<file path="config.mk">
export PLATFORM = sky130hd
export DESIGN_NAME = sqfd_fifo
export DESIGN_NICKNAME = d
export VERILOG_FILES = /design/src/design/sqfd_pkg.sv /design/src/design/sqfd_fifo.sv
export SDC_FILE = /design/constraint.sdc
export NUM_CORES = 1
export LEC_CHECK = 0
export BUFFER_PORTS_ARGS = -buffer_cell sky130_fd_sc_hd__buf_2
export CELL_PAD_IN_SITES_DETAIL_PLACEMENT = 0
export CELL_PAD_IN_SITES_GLOBAL_PLACEMENT = 1
export CORE_AREA = 2 2 118 120
export CTS_CLUSTER_DIAMETER = 150
export DETAILED_ROUTE_END_ITERATION = 7
export DIE_AREA = 0 0 120 122
export GPL_ROUTABILITY_DRIVEN = 0
export PLACE_DENSITY = 0.74
export SLEW_MARGIN = 40
export SYNTH_ARGS = -nofsm -noshare
export SYNTH_HDL_FRONTEND = slang
export SYNTH_SLANG_ARGS = --single-unit
</file>
<file path="constraint.sdc">
create_clock -name clk -period 7.5 [get_ports clk]
set_input_delay 0 -clock clk [delete_from_list [all_inputs] [get_ports clk]]
set_output_delay 0 -clock clk [all_outputs]
set_load 0.005 [all_outputs]
</file>
<file path="src/design/sqfd_pkg.sv">
// Shared types and constants for the sparse quadratic form diagonal block.
package sqfd_pkg;
	localparam int NumAnnot     = 64;
	localparam int AnnotW       = $clog2(NumAnnot);
	localparam int MaxPerColumn = 64;
	localparam int GrpIdxW      = $clog2(MaxPerColumn);
	localparam int GrpCntW      = $clog2(MaxPerColumn + 1);
	localparam int ColW         = 20;
	localparam int ValW         = 16;
	localparam int SumW         = 64;
	localparam int CplDepth     = NumAnnot * NumAnnot;
	localparam int CplAddrW     = 2 * AnnotW;

	typedef enum logic [1:0] {
		CMD_WRITE = 2'd0,
		CMD_NONZERO = 2'd1,
		CMD_FLUSH = 2'd2,
		CMD_NONE = 2'd3
	} cmd_t;

	// Operation passed from the front end to the back end.
	typedef struct packed {
		logic               wr_cpl;
		logic               close;
		logic               push;
		logic [CplAddrW-1:0] cpl_addr;
		logic [AnnotW-1:0]  row;
		logic [ValW-1:0]    value;
		logic [ColW-1:0]    col;
		logic               dropped;
	} op_t;
endpackage

</file>
<file path="src/design/sqfd_fifo.sv">
// Two-entry queue between the front and back ends.
module sqfd_fifo
	import sqfd_pkg::*;
(
	input  logic clk,
	input  logic arst_n,
	input  logic in_valid,
	output logic in_ready,
	input  op_t  in_op,
	output logic out_valid,
	input  logic out_ready,
	output op_t  out_op
);
	op_t        slot_q [2];
	logic       rd_q, wr_q;
	logic [1:0] cnt_q;
	logic       wr, rd;

	assign in_ready = (cnt_q != 2'd2);
	assign out_valid = (cnt_q != 2'd0);
	assign out_op = slot_q[rd_q];
	assign wr = in_valid && in_ready;
	assign rd = out_valid && out_ready;

	always_ff @(posedge clk) begin
		if (wr) begin
			slot_q[wr_q] <= in_op;
		end
	end

	always_ff @(posedge clk or negedge arst_n) begin
		if (!arst_n) begin
			rd_q <= 1'b0;
			wr_q <= 1'b0;
			cnt_q <= '0;
		end else begin
			if (wr) wr_q <= ~wr_q;
			if (rd) rd_q <= ~rd_q;
			cnt_q <= cnt_q + 2'(wr) - 2'(rd);
		end
	end
endmodule

</file>
==> reports/qor.txt <==
outcome: complete, no violations
CP endpoint kind: output pin
Clock Path Buffers: 2
DRC errors left: 0
Post-Layout Cell Count: 590
pwr dens: 361 nW/µm²
drt wl/cell: 13.9 µm
max cap viols: 0
clk slew on worst S/H paths: 0.05 ns
Main synth FF type: edfxtp_1
post-synthesis register bit count: 120
sequential fraction of the synthesis area: 0.809
Fmax achieved: 0.436 GHz
Total Wirelength: 8.20 mm
Util after Layout: 0.476
setup TNS: 0 ns
FP Rows: 43
Die X-Extent: 120 µm
Post-synth EDFFs: 116
Final setup viols: 0
Pwr Total: 2.32 mW
crit path launch type: register
Final WS setup: 5.21 ns
GRT overflow: 0
cells after synthesis: 198
Max Slew Vio Count: 0
TritonCTS clock tree: yes
die height: 122 µm
PortBufs: 121
DR vias/cell: 4.20
largest net degree at the start of global routing: 33
WS Path Type: register to output pin
area fraction of the dominant cell type after synthesis: 0.787
met2 Use GR: 0.187
syn_nets: 262
CTS root buf: clkbuf_16
Critical Path RT: 7.50 ns
post-route ant nets: 0
worst vdd ir: 217 µV
RSZ-0062 raised after global routing: false
I/O Pins: 122
die area: 14,600 µm²
final hold violation count: 0
detailed placement HPWL: 4.76 mm
layout cells sized above 1: 0.517
crit path DAT: 2.29 ns
CP max stage delay: 0.81 ns
worst min path class: input pin to register
initial antenna violation count: 0
buffer and inverter count on the worst path: 2
met3 GRT Util: 0.0426
CP max FO: 32
leak pwr: 2.47 nW
vias in the first global route: 2,555
Total Nets Final: 461
CTS sink count: 120
initial detailed-routing violation count: 110
Yosys Warn Count: 0
count leader, synth: edfxtp_1
number of iterations in the first detailed-routing pass: 4
Post-CTS Setup Inserts: 0
Antenna diodes: 0
Worst-Skew Late Latency: 0.41 ns
GRT busiest layer: met2
CTS HTree Levels: 4
Largest delay share family, worst path: flip-flops
Tcrit/Tclk final: 0.306
Worst path slowest cell: dfrtp_2
Post-Syn Area: 4430 µm²
total CTS buffers: 17
Min Clock Period, post-route: 2.29 ns
synth cell count leaders: edfxtp_1, mux2_2, mux2_4
Slew @ Worst Pin: 0.705 ns
met1 GRT Util: 0.131
Syn Area/Cell: 22.4 µm²
GRT Total Usage: 0.116
Yosys top cell by area: edfxtp_1
first-pass GRT wire length: 12.4 mm
CP cell instances: buf_4, mux2_2, buf_2
fill count: 1,161
synth top area cells: edfxtp_1, mux2_2, mux2_4, dfrtp_1, xnor2_1
Setup Slack @ Placement: 5.20 ns
Worst slew margin: 0.530
synth unique cells: 17
# placed instances: 495
routed via count: 2,478
dpl cell area: 5230 µm²
Syn-to-layout area delta: 45.1%
Hold WS: 0.314 ns
Async SR Flop Fraction: 0.0333
initial core utilization: 0.328
Post-Route Skew: 0.00690 ns
Final Cell Area: 6430 µm²
Core Region: 13,500 µm²
[area by class of cell]
| class | count | area [µm²] | area share |
|---|---|---|---|
| Multi-Input combinational cell | 70 | 792 | 0.123 |
| Clock buffer | 19 | 433 | 0.0674 |
| Sequential cell | 120 | 3580 | 0.558 |
| Clock inverter | 13 | 111 | 0.0173 |
| Tap cell | 180 | 225 | 0.0350 |
| Timing Repair Buffer | 187 | 1280 | 0.199 |
| Inverter | 1 | 3.75 | 0.000584 |
[metal layers]
| layer | part of all wire | wire, µm | up-vias |
|---|---|---|---|
| met5 | 0 | 0 | - |
| met4 | 0.025 | 203 | 0 |
| met3 | 0.058 | 475 | 18 |
| met2 | 0.49 | 3990 | 88 |
| met1 | 0.43 | 3530 | 1193 |
| li1 | - | - | 1179 |
[cells in the final DEF (no fill, tap or decap)]
master	Yosys	layout
clkinv_2	0	5
clkinvlp_4	0	1
buf_2	4	121
nand2_1	1	1
mux2_4	10	10
dlygate4sd3_1	0	62
xnor2_1	3	3
buf_4	0	3
mux2_2	48	48
xor2_1	1	1
dfrtp_2	0	1
or2_2	1	1
clkinv_1	0	5
and2_1	1	1
dfrtp_1	4	3
inv_1	1	1
buf_16	0	1
clkbuf_1	0	2
edfxtp_1	116	116
clkbuf_16	0	17
bufinv_16	0	2
and3_2	0	1
nor2_4	0	1
ha_1	2	2
nand2b_1	1	1
[state kept, by name (all words and copies together) (netlist names)]
| name | cells |
|---|---|
| slot_q | 116 |
| cnt_q | 2 |
| rd_q | 1 |
| wr_q | 1 |
[cells by family after synthesis]
| kind of cell | count (synthesis) | synth area share |
|---|---|---|
| adder cells (fa/ha/maj) | 2 | 0.00565 |
| flip-flops | 120 | 0.809 |
| AND/OR/NAND/NOR | 6 | 0.00735 |
| buffers and inverters | 8 | 0.0138 |
| multiplexers | 58 | 0.156 |
| XOR/XNOR | 4 | 0.00791 |
[power breakdown]
group	total (mW)	internal (mW)	switching (mW)
Combinational	0.591	0.326	0.265
Clock	0.744	0.478	0.266
Sequential	0.986	0.919	0.0667
[final timing paths]
path                       startpoint            end  slack, ns  cells after the start
max                              rd_q     out_op[33]       5.21                      3
min                         in_op[29]  slot_q[1][29]       0.31                      2
max reg2reg                  cnt_q[1]  slot_q[1][12]       5.42                      3
min reg2reg                  cnt_q[0]       cnt_q[0]       0.53                      1
max in group asynchronous      arst_n           rd_q       6.82                      3
min in group asynchronous      arst_n       cnt_q[0]       0.49                      3
[what timing repair did]
action                                  4_1_cts  5_1_grt
hold endpoints to repair                    122        0
hold buffers                                 62        0
endpoints found under the setup margin        0        0
gates resized for setup                       0        0
Power figures use the tool's default switching activity.
