$ cat config.mk
export PLATFORM = sky130hd
export DESIGN_NAME = sqfd_front
export DESIGN_NICKNAME = d
export VERILOG_FILES = /design/src/design/sqfd_pkg.sv /design/src/design/sqfd_front.sv
export SDC_FILE = /design/constraint.sdc
export NUM_CORES = 1
export LEC_CHECK = 0
export ABC_AREA = 1
export BUFFER_PORTS_ARGS = -buffer_cell sky130_fd_sc_hd__buf_2
export CAP_MARGIN = 20
export CELL_PAD_IN_SITES_DETAIL_PLACEMENT = 2
export CELL_PAD_IN_SITES_GLOBAL_PLACEMENT = 2
export CORE_AREA = 2 2 98 100
export CTS_CLUSTER_DIAMETER = 200
export DETAILED_ROUTE_END_ITERATION = 10
export DIE_AREA = 0 0 100 102
export GPL_ROUTABILITY_DRIVEN = 1
export GPL_TIMING_DRIVEN = 0
export PLACE_DENSITY_LB_ADDON = 0.1
export SETUP_SLACK_MARGIN = 0.4
export SLEW_MARGIN = 20
export SYNTH_ARGS = -nofsm -noshare
export SYNTH_HDL_FRONTEND = slang
export SYNTH_SLANG_ARGS = --single-unit
$ cat constraint.sdc
create_clock -name clk -period 1.9 [get_ports clk]
set_clock_uncertainty 0.15 [all_clocks]
set_input_delay 0.095 -clock clk [delete_from_list [all_inputs] [get_ports clk]]
set_output_delay 0.095 -clock clk [all_outputs]
set_load 0.03 [all_outputs]
$ cat src/design/sqfd_pkg.sv
// Shared types and constants for the sparse quadratic form diagonal block.
package sqfd_pkg;
	localparam int NumAnnot     = 64;
	localparam int AnnotW       = $clog2(NumAnnot);
	localparam int MaxPerColumn = 64;
	localparam int GrpIdxW      = $clog2(MaxPerColumn);
	localparam int GrpCntW      = $clog2(MaxPerColumn + 1);
	localparam int ColW         = 20;
	localparam int ValW         = 16;
	localparam int SumW         = 64;
	localparam int CplDepth     = NumAnnot * NumAnnot;
	localparam int CplAddrW     = 2 * AnnotW;

	typedef enum logic [1:0] {
		CMD_WRITE = 2'd0,
		CMD_NONZERO = 2'd1,
		CMD_FLUSH = 2'd2,
		CMD_NONE = 2'd3
	} cmd_t;

	// Operation passed from the front end to the back end.
	typedef struct packed {
		logic               wr_cpl;
		logic               close;
		logic               push;
		logic [CplAddrW-1:0] cpl_addr;
		logic [AnnotW-1:0]  row;
		logic [ValW-1:0]    value;
		logic [ColW-1:0]    col;
		logic               dropped;
	} op_t;
endpackage

$ cat src/design/sqfd_front.sv
// Front end: decodes commands, tracks the open column and group fill.
module sqfd_front
	import sqfd_pkg::*;
(
	input  logic            clk,
	input  logic            arst_n,
	input  logic            in_valid,
	output logic            in_ready,
	input  logic [1:0]      command,
	input  logic [5:0]      annot_a,
	input  logic [5:0]      annot_b,
	input  logic [ColW-1:0] column,
	input  logic [ValW-1:0] value,
	output logic            op_valid,
	input  logic            op_ready,
	output op_t             op
);
	logic [GrpCntW-1:0] count_q;
	logic [ColW-1:0]    col_q;
	logic               ovf_q;
	logic               close_now, push_now, full;
	logic               in_range;

	assign in_ready = op_ready;
	assign full = (count_q == GrpCntW'(MaxPerColumn));
	assign in_range = (32'(annot_a) < NumAnnot) && (32'(annot_b) < NumAnnot);

	always_comb begin
		close_now = 1'b0;
		push_now = 1'b0;
		op = '0;
		op.cpl_addr = {annot_a[AnnotW-1:0], annot_b[AnnotW-1:0]};
		op.row = annot_a[AnnotW-1:0];
		op.value = value;
		op.col = col_q;
		op.dropped = ovf_q;
		case (cmd_t'(command))
			CMD_WRITE: op.wr_cpl = in_range;
			CMD_NONZERO: begin
				close_now = (count_q != '0) && (column != col_q);
				push_now = close_now || !full;
			end
			CMD_FLUSH: close_now = (count_q != '0);
			default: ;
		endcase
		op.close = close_now;
		op.push = push_now;
	end

	// A nonzero whose row is outside the coupling store still occupies a slot.
	assign op_valid = in_valid && (op.wr_cpl || op.close || op.push);

	always_ff @(posedge clk or negedge arst_n) begin
		if (!arst_n) begin
			count_q <= '0;
			col_q <= '0;
			ovf_q <= 1'b0;
		end else if (in_valid && in_ready) begin
			if (command == CMD_NONZERO) begin
				col_q <= column;
				if (close_now) begin
					count_q <= GrpCntW'(1);
					ovf_q <= 1'b0;
				end else if (full) begin
					ovf_q <= 1'b1;
				end else begin
					count_q <= count_q + 1'b1;
				end
			end else if (close_now) begin
				count_q <= '0;
				ovf_q <= 1'b0;
			end
		end
	end
endmodule

==> flow_metrics.tcl, run 1 <==
set metrics [dict create \
    grt_pass1_wl_mm 11.0 \
    clock_latency_ps 290 \
    critical_path_class "flop to primary output" \
    diodes 0 \
    synth_area_mm2 0.00198 \
    synth_xor_area_share_pct 2.65 \
    first_pass_iters 4 \
    cts_buffer_depth 2 \
    layoutNonFillerInstCount 531 \
    design_area_mm2 0.00326 \
    swShare_pct 41.5 \
    path_common_cell "nand2_4" \
    avgRoutedWirePerCell_um 12.8 \
    placed_cell_area_mm2 0.00261 \
    dieWidth_um 100 \
    finalWorstSetupSlack_ps -148 \
    layout-drive-gt1-share_pct 52.4 \
    via_count 2233 \
    grt-ovfl-total 0 \
    viasPerCell 4.21 \
    synth.largest_area_cell "dfrtp_1" \
    finalPower_mw 2.63 \
    power_density_mw_per_mm2 807 \
    violations "negative setup slack" \
    peakVddDrop_v 0.000329 \
    nets 480 \
    hold_ws_ps 228 \
    grt_pass1_vias 2272 \
    dp_hpwl_mm 4.92 \
    path_max_fanout 2 \
    synthCells 291 \
    path_clk_slew_ps 110 \
    start_util_pct 21.7 \
    synth_area_leaders "dfrtp_1, nand2_1, buf_4, inv_1, o21ai_0" \
    yosysSeqAreaShare_pct 35.4 \
    yosysWarnings 0 \
    cp.arrival_ps 1800 \
    cts.sinks 28 \
    critPathSlowestCell "dfrtp_2" \
    slew_viol_final 0 \
    fmax_mhz 488 \
    critPathLaunchType "flop" \
    rsz0062_at_grt "true" \
    synth_top_family_by_area "simple AND/OR/NAND/NOR gates" \
    hold_violations 0 \
    port_buffers 85 \
    cp_slowest_stage_delay_ps 440 \
    utilization_pct 35.8 \
    nFillCells 1087 \
    wl_mm 6.78 \
    maxCapViolations 0 \
    antenna_found_initial 0 \
    internal-power_mw 1.54 \
    top_level_ports 114 \
    grt_max_degree 29 \
    status "finished with violations" \
    antenna_left 0 \
    clockRootBuffer "clkbuf_8" \
    syn-num-nets 350 \
    dp_cells 487 \
    syn_avg_cell_area_um2 6.81 \
    synth-compound-area-share_pct 5.50 \
    worst_pin_slew_ps 708 \
    slew_headroom_pct 52.8 \
    synthMuxAreaShare_pct 0 \
    finalCriticalPeriod_ps 2050 \
    layout_worst_path_cycle_share_pct 108 \
    grt.total_usage_pct 13.5 \
    synthAdderAreaFrac_pct 3.16 \
    cts_tree "done" \
    dieArea_mm2 0.0102 \
    power_leakage_nw 1.79 \
    power_frac_comb_pct 48.7 \
    setup_viol 10 \
    std_cell_rows 35 \
    synth-simple-area-share_pct 28.7 \
    crit_path_end_kind "primary output" \
    ys_ff_latch 28 \
    cts_buffers 3 \
    path_cells "inv_2 > ha_4 > nand3_2 > nor3_4 > nand2_2 > nand2_4 > nand2_4 > nor2_4 > a21boi_4 > buf_6" \
    drc 0 \
    synth_cell_types 21 \
    power_frac_seq_pct 32.2 \
    first_iter_violations 43 \
    worstHoldPathType "input port to asynchronous set/reset pin" \
    htreeDepth 1 \
    synth_top_cell_area_share_pct 35.4 \
    routabilityCongestion 0.704 \
    p_switching_mw 1.09 \
    core_mm2 0.00911 \
    die_y_um 102 \
    clkPwrFrac_pct 19.0 \
    cp.required_ps 1650 \
    syn_to_final_growth_pct 64.4 \
]
==> worst paths after layout <==
| kind | depth (start not counted) | slack (ps) | from | to |
|---|---|---|---|---|
| worst max-delay path | 10 | -150 | count_q[0] | op_valid |
| worst min-delay path | 2 | 230 | arst_n | col_q[12] |
| worst max register to register | 17 | -110 | col_q[12] | count_q[5] |
| worst min register to register | 2 | 370 | col_q[8] | col_q[8] |
| max in group asynchronous | 2 | 870 | arst_n | col_q[1] |
| min in group clk | 5 | 270 | op_ready | count_q[5] |
==> power groups by stage <==
| stage | Clock (mW) | Sequential [mW] | Combinational [mW] |
|---|---|---|---|
| after floorplan | 0 | 1.02 | 0.537 |
| after global placement | 0 | 0.857 | 0.982 |
| after detailed placement | 0 | 0.862 | 1.00 |
| after CTS | 0.527 | 0.848 | 1.15 |
| after global routing | 0.540 | 0.870 | 1.41 |
| final | 0.500 | 0.847 | 1.28 |
==> per-layer routing <==
layer  track usage (%)  part of all wire (%)  routed length [um]  up-vias
met2              25.3                    50                3400       84
li1                  -                     -                   -     1084
met1              16.3                    42                2850     1061
met3              2.33                   7.0                 472        4
met4              2.85                  0.74                  50        0
met5                 0                     0                   0        -
==> cell usage after synthesis, drive strengths merged <==
cell,number
xnor2,5
inv,51
nor3,2
buf,38
dfrtp,28
ha,5
o21ai,16
nand3,12
a21boi,2
clkbuf,3
a2bb2oi,1
nand2,107
nor2,17
a21oi,1
nand4,2
xor2,1
==> placed cells by master (no fill, tap or decap), drive strengths merged, types with 2 or more instances in the layout <==
cell	netlist	final
buf	38	143
nand2	107	107
inv	51	51
dfrtp	28	28
dlygate4sd3	0	21
nor2	17	17
o21ai	16	16
nand3	12	12
xnor2	5	5
ha	5	5
clkbuf	3	5
nand4	2	2
nor3	2	2
a21boi	2	2
==> layout make-up <==
class | count | area, um2 | share of cell area, %
Sequential cell | 28 | 724 | 22.2
Timing Repair Buffer | 125 | 808 | 24.8
Clock buffer | 3 | 41.3 | 1.27
Clock inverter | 1 | 30.0 | 0.922
Multi-Input combinational cell | 171 | 1020 | 31.2
Tap cell | 111 | 139 | 4.26
Buffer | 41 | 304 | 9.34
Inverter | 51 | 194 | 5.95
==> per-stage QoR <==
stage               setup TNS, ps  worst slack [ps]
finish                       -706              -148
global route                -2260              -277
CTS                          -927              -246
detailed placement           -832              -116
global placement             -102             -76.5
floorplan                       0               324
==> repair_timing <==
| action | 4_1_cts | 5_1_grt |
|---|---|---|
| buffers inserted | 7 | 12 |
| cloned | 0 | 0 |
| setup endpoints to repair | 31 | 31 |
| resized for setup | 35 | 33 |
| pin swaps | 13 | 22 |
| hold buffers | 21 | 0 |
| endpoints found under the hold margin | 48 | 0 |
==> registers in the layout, summed over array words and instances (netlist names) <==
signal	flops
col_q	20
count_q	7
ovf_q	1
==> logic make-up after synthesis <==
logic type / Yosys count
buffers and inverters: 92
and+or+nand+nor: 140
adders and majority gates: 5
DFF: 28
AOI/OAI and AO/OA: 20
xor gates and xnor gates: 6
==> worst max-delay path: cells and delay by family (launching register included) <==
kind | cells | cell delay [ps]
adders and majority gates | 1 | 120
and+or+nand+nor | 6 | 670
DFF | 1 | 440
AOI/OAI and AO/OA | 1 | 70
buffers and inverters | 2 | 210
No activity file was read; power rests on OpenSTA's default activity.
==> run 2, diff against run 1 <==
--- a/config.mk
+++ b/config.mk
@@ -15,7 +15,7 @@
 export DETAILED_ROUTE_END_ITERATION = 10
 export DIE_AREA = 0 0 100 102
 export GPL_ROUTABILITY_DRIVEN = 1
-export GPL_TIMING_DRIVEN = 0
+export MAX_ROUTING_LAYER = met4
 export PLACE_DENSITY_LB_ADDON = 0.1
 export SETUP_SLACK_MARGIN = 0.4
 export SLEW_MARGIN = 20
==> flow_metrics.tcl, run 2 (synthesis results as in run 1) <==
set metrics [dict create \
    maxCapViolations 0 \
    clockRootBuffer "clkbuf_8" \
    cp_num_cells 9 \
    final_common_cell "nand2_1" \
    dp_hpwl_mm 4.46 \
    peakVddDrop_v 0.000254 \
    via_count 1840 \
    htreeDepth 1 \
    dp_cells 417 \
    grt_pass1_vias 2063 \
    setup_viol 2 \
    violations "negative setup slack" \
    avgRoutedWirePerCell_um 13.4 \
    utilization_pct 29.0 \
    power_density_mw_per_mm2 858 \
    grt_pass1_wl_mm 10.2 \
    worstHoldPathType "input port to primary output" \
    cts_tree "done" \
    critical_path_class "flop to primary output" \
    worst_pin_slew_ps 727 \
    grt-ovfl-total 0 \
    slew_headroom_pct 51.5 \
    antenna_left 0 \
    routabilityCongestion 0.659 \
    std_cell_rows 35 \
    syn_to_final_growth_pct 33.2 \
    power_leakage_nw 1.41 \
    grt_max_degree 29 \
    diodes 0 \
    layout_worst_path_cycle_share_pct 103 \
    critPathSlowestCell "dfrtp_1" \
    largest_reg_flops 20 \
    cp.arrival_ps 1700 \
    path_max_fanout 3 \
    fmax_mhz 513 \
    layout-drive-gt1-share_pct 36.6 \
    hold_ws_ps 40.0 \
    wl_mm 6.01 \
    viasPerCell 4.09 \
    first_pass_iters 4 \
    final_cell_mix "nand2_1, buf_2, inv_1, dlygate4sd3_1, dfrtp_2" \
    slew_viol_final 0 \
    finalWorstSetupSlack_ps -47.7 \
    start_util_pct 21.7 \
    drc 0 \
    rsz0062_at_grt "true" \
    first_iter_violations 54 \
    cts.sinks 28 \
    layoutNonFillerInstCount 450 \
    path_buf_inv 3 \
    critPathCapture "op_valid" \
    antenna_found_initial 0 \
    rr_startpoint "col_q[3]" \
    top_register "col_q" \
    port_buffers 51 \
    dieWidth_um 100 \
    nets 399 \
    critPathLaunchType "flop" \
    path_clk_slew_ps 110 \
    clock_latency_ps 290 \
    startpoint "count_q[1]" \
    crit_path_end_kind "primary output" \
    cp_slowest_stage_delay_ps 360 \
    r2r_slack_ps 30 \
    reg_top3 "col_q: 20 flops, count_q: 7 flops, ovf_q: 1 flops" \
    worstRegToRegCells 15 \
    die_y_um 102 \
    hold_violations 0 \
    cp.required_ps 1650 \
    dieArea_mm2 0.0102 \
    grt.total_usage_pct 13.0 \
    top_level_ports 114 \
    cts_buffer_depth 2 \
    finalCriticalPeriod_ps 1950 \
    r2r-end "count_q[5]" \
    path_delay_family "flip-flops" \
    path_cells "inv_1 > ha_2 > nand3_2 > nor3_4 > buf_4 > a21boi_2 > nand2_4 > a21boi_4 > buf_6" \
    cts_buffers 3 \
    core_mm2 0.00911 \
    status "finished with violations" \
]
[run 2: cell count changes in the layout (fill, tap and decap cells not counted), moves of 5 or more]
cell	previous run	this run
buf_2	83	49
buf_4	53	7
nand2_1	85	93
nand2_4	9	3
nor2_2	1	6
[run 2: how the worst min path moves through the flow]
stage               startpoint        to  slack [ps]  cells after the start
global placement      value[7]    op[28]          40                      0
CTS                   value[7]    op[28]          40                      0
floorplan               arst_n  col_q[0]        -350                      0
global route        annot_b[5]    op[48]          40                      0
detailed placement    value[7]    op[28]          40                      0
finish                value[0]    op[21]          40                      0
[run 2: area by class of cell]
class | count | area [um2]
inverter | 51 | 194
multi-input combinational | 171 | 920
sequential | 28 | 723
tap | 111 | 139
fill | 1115 | 6470
clock buffer | 4 | 55.1
timing repair buffer | 85 | 607
[run 2: timing repair]
| item | 4_1_cts | 5_1_grt |
|---|---|---|
| hold endpoints to repair | 48 | 0 |
| gates resized for setup | 23 | 14 |
| endpoints found under the setup margin | 11 | 11 |
| pin swaps | 17 | 20 |
| buffers inserted | 7 | 1 |
| hold buffers | 21 | 0 |
[run 2: worst reg2reg max path, delay by kind of cell, from the launching register on]
kind / cells / cell delay (ps)
buffers and inverters: 2 / 210
AND/OR/NAND/NOR: 13 / 1030
flip-flops: 1 / 430
[run 2: power breakdown]
part | internal, mW | switching [mW]
logic | 0.385 | 0.621
clock network | 0.187 | 0.227
registers | 0.734 | 0.109
[run 2: metal layers]
metal	share of wire (%)	vias to the layer above	global-route usage, %
met5	0	-	-
li1	-	919	-
met3	5.0	9	2.05
met1	48	875	16.8
met4	1.1	0	3.48
met2	46	37	21.3
[run 2: through the flow]
stage	setup TNS, ps	worst slack, ps	cell area, um2	power, mW
6_report	-60.3	-47.7	2640	2.26
5_1_grt	-1230	-203	2640	2.46
4_1_cts	-237	-122	2580	2.27
3_5_place_dp	0	102	2180	1.70
3_3_place_gp	0	153	2180	1.69
2_1_floorplan	0	324	2040	1.55
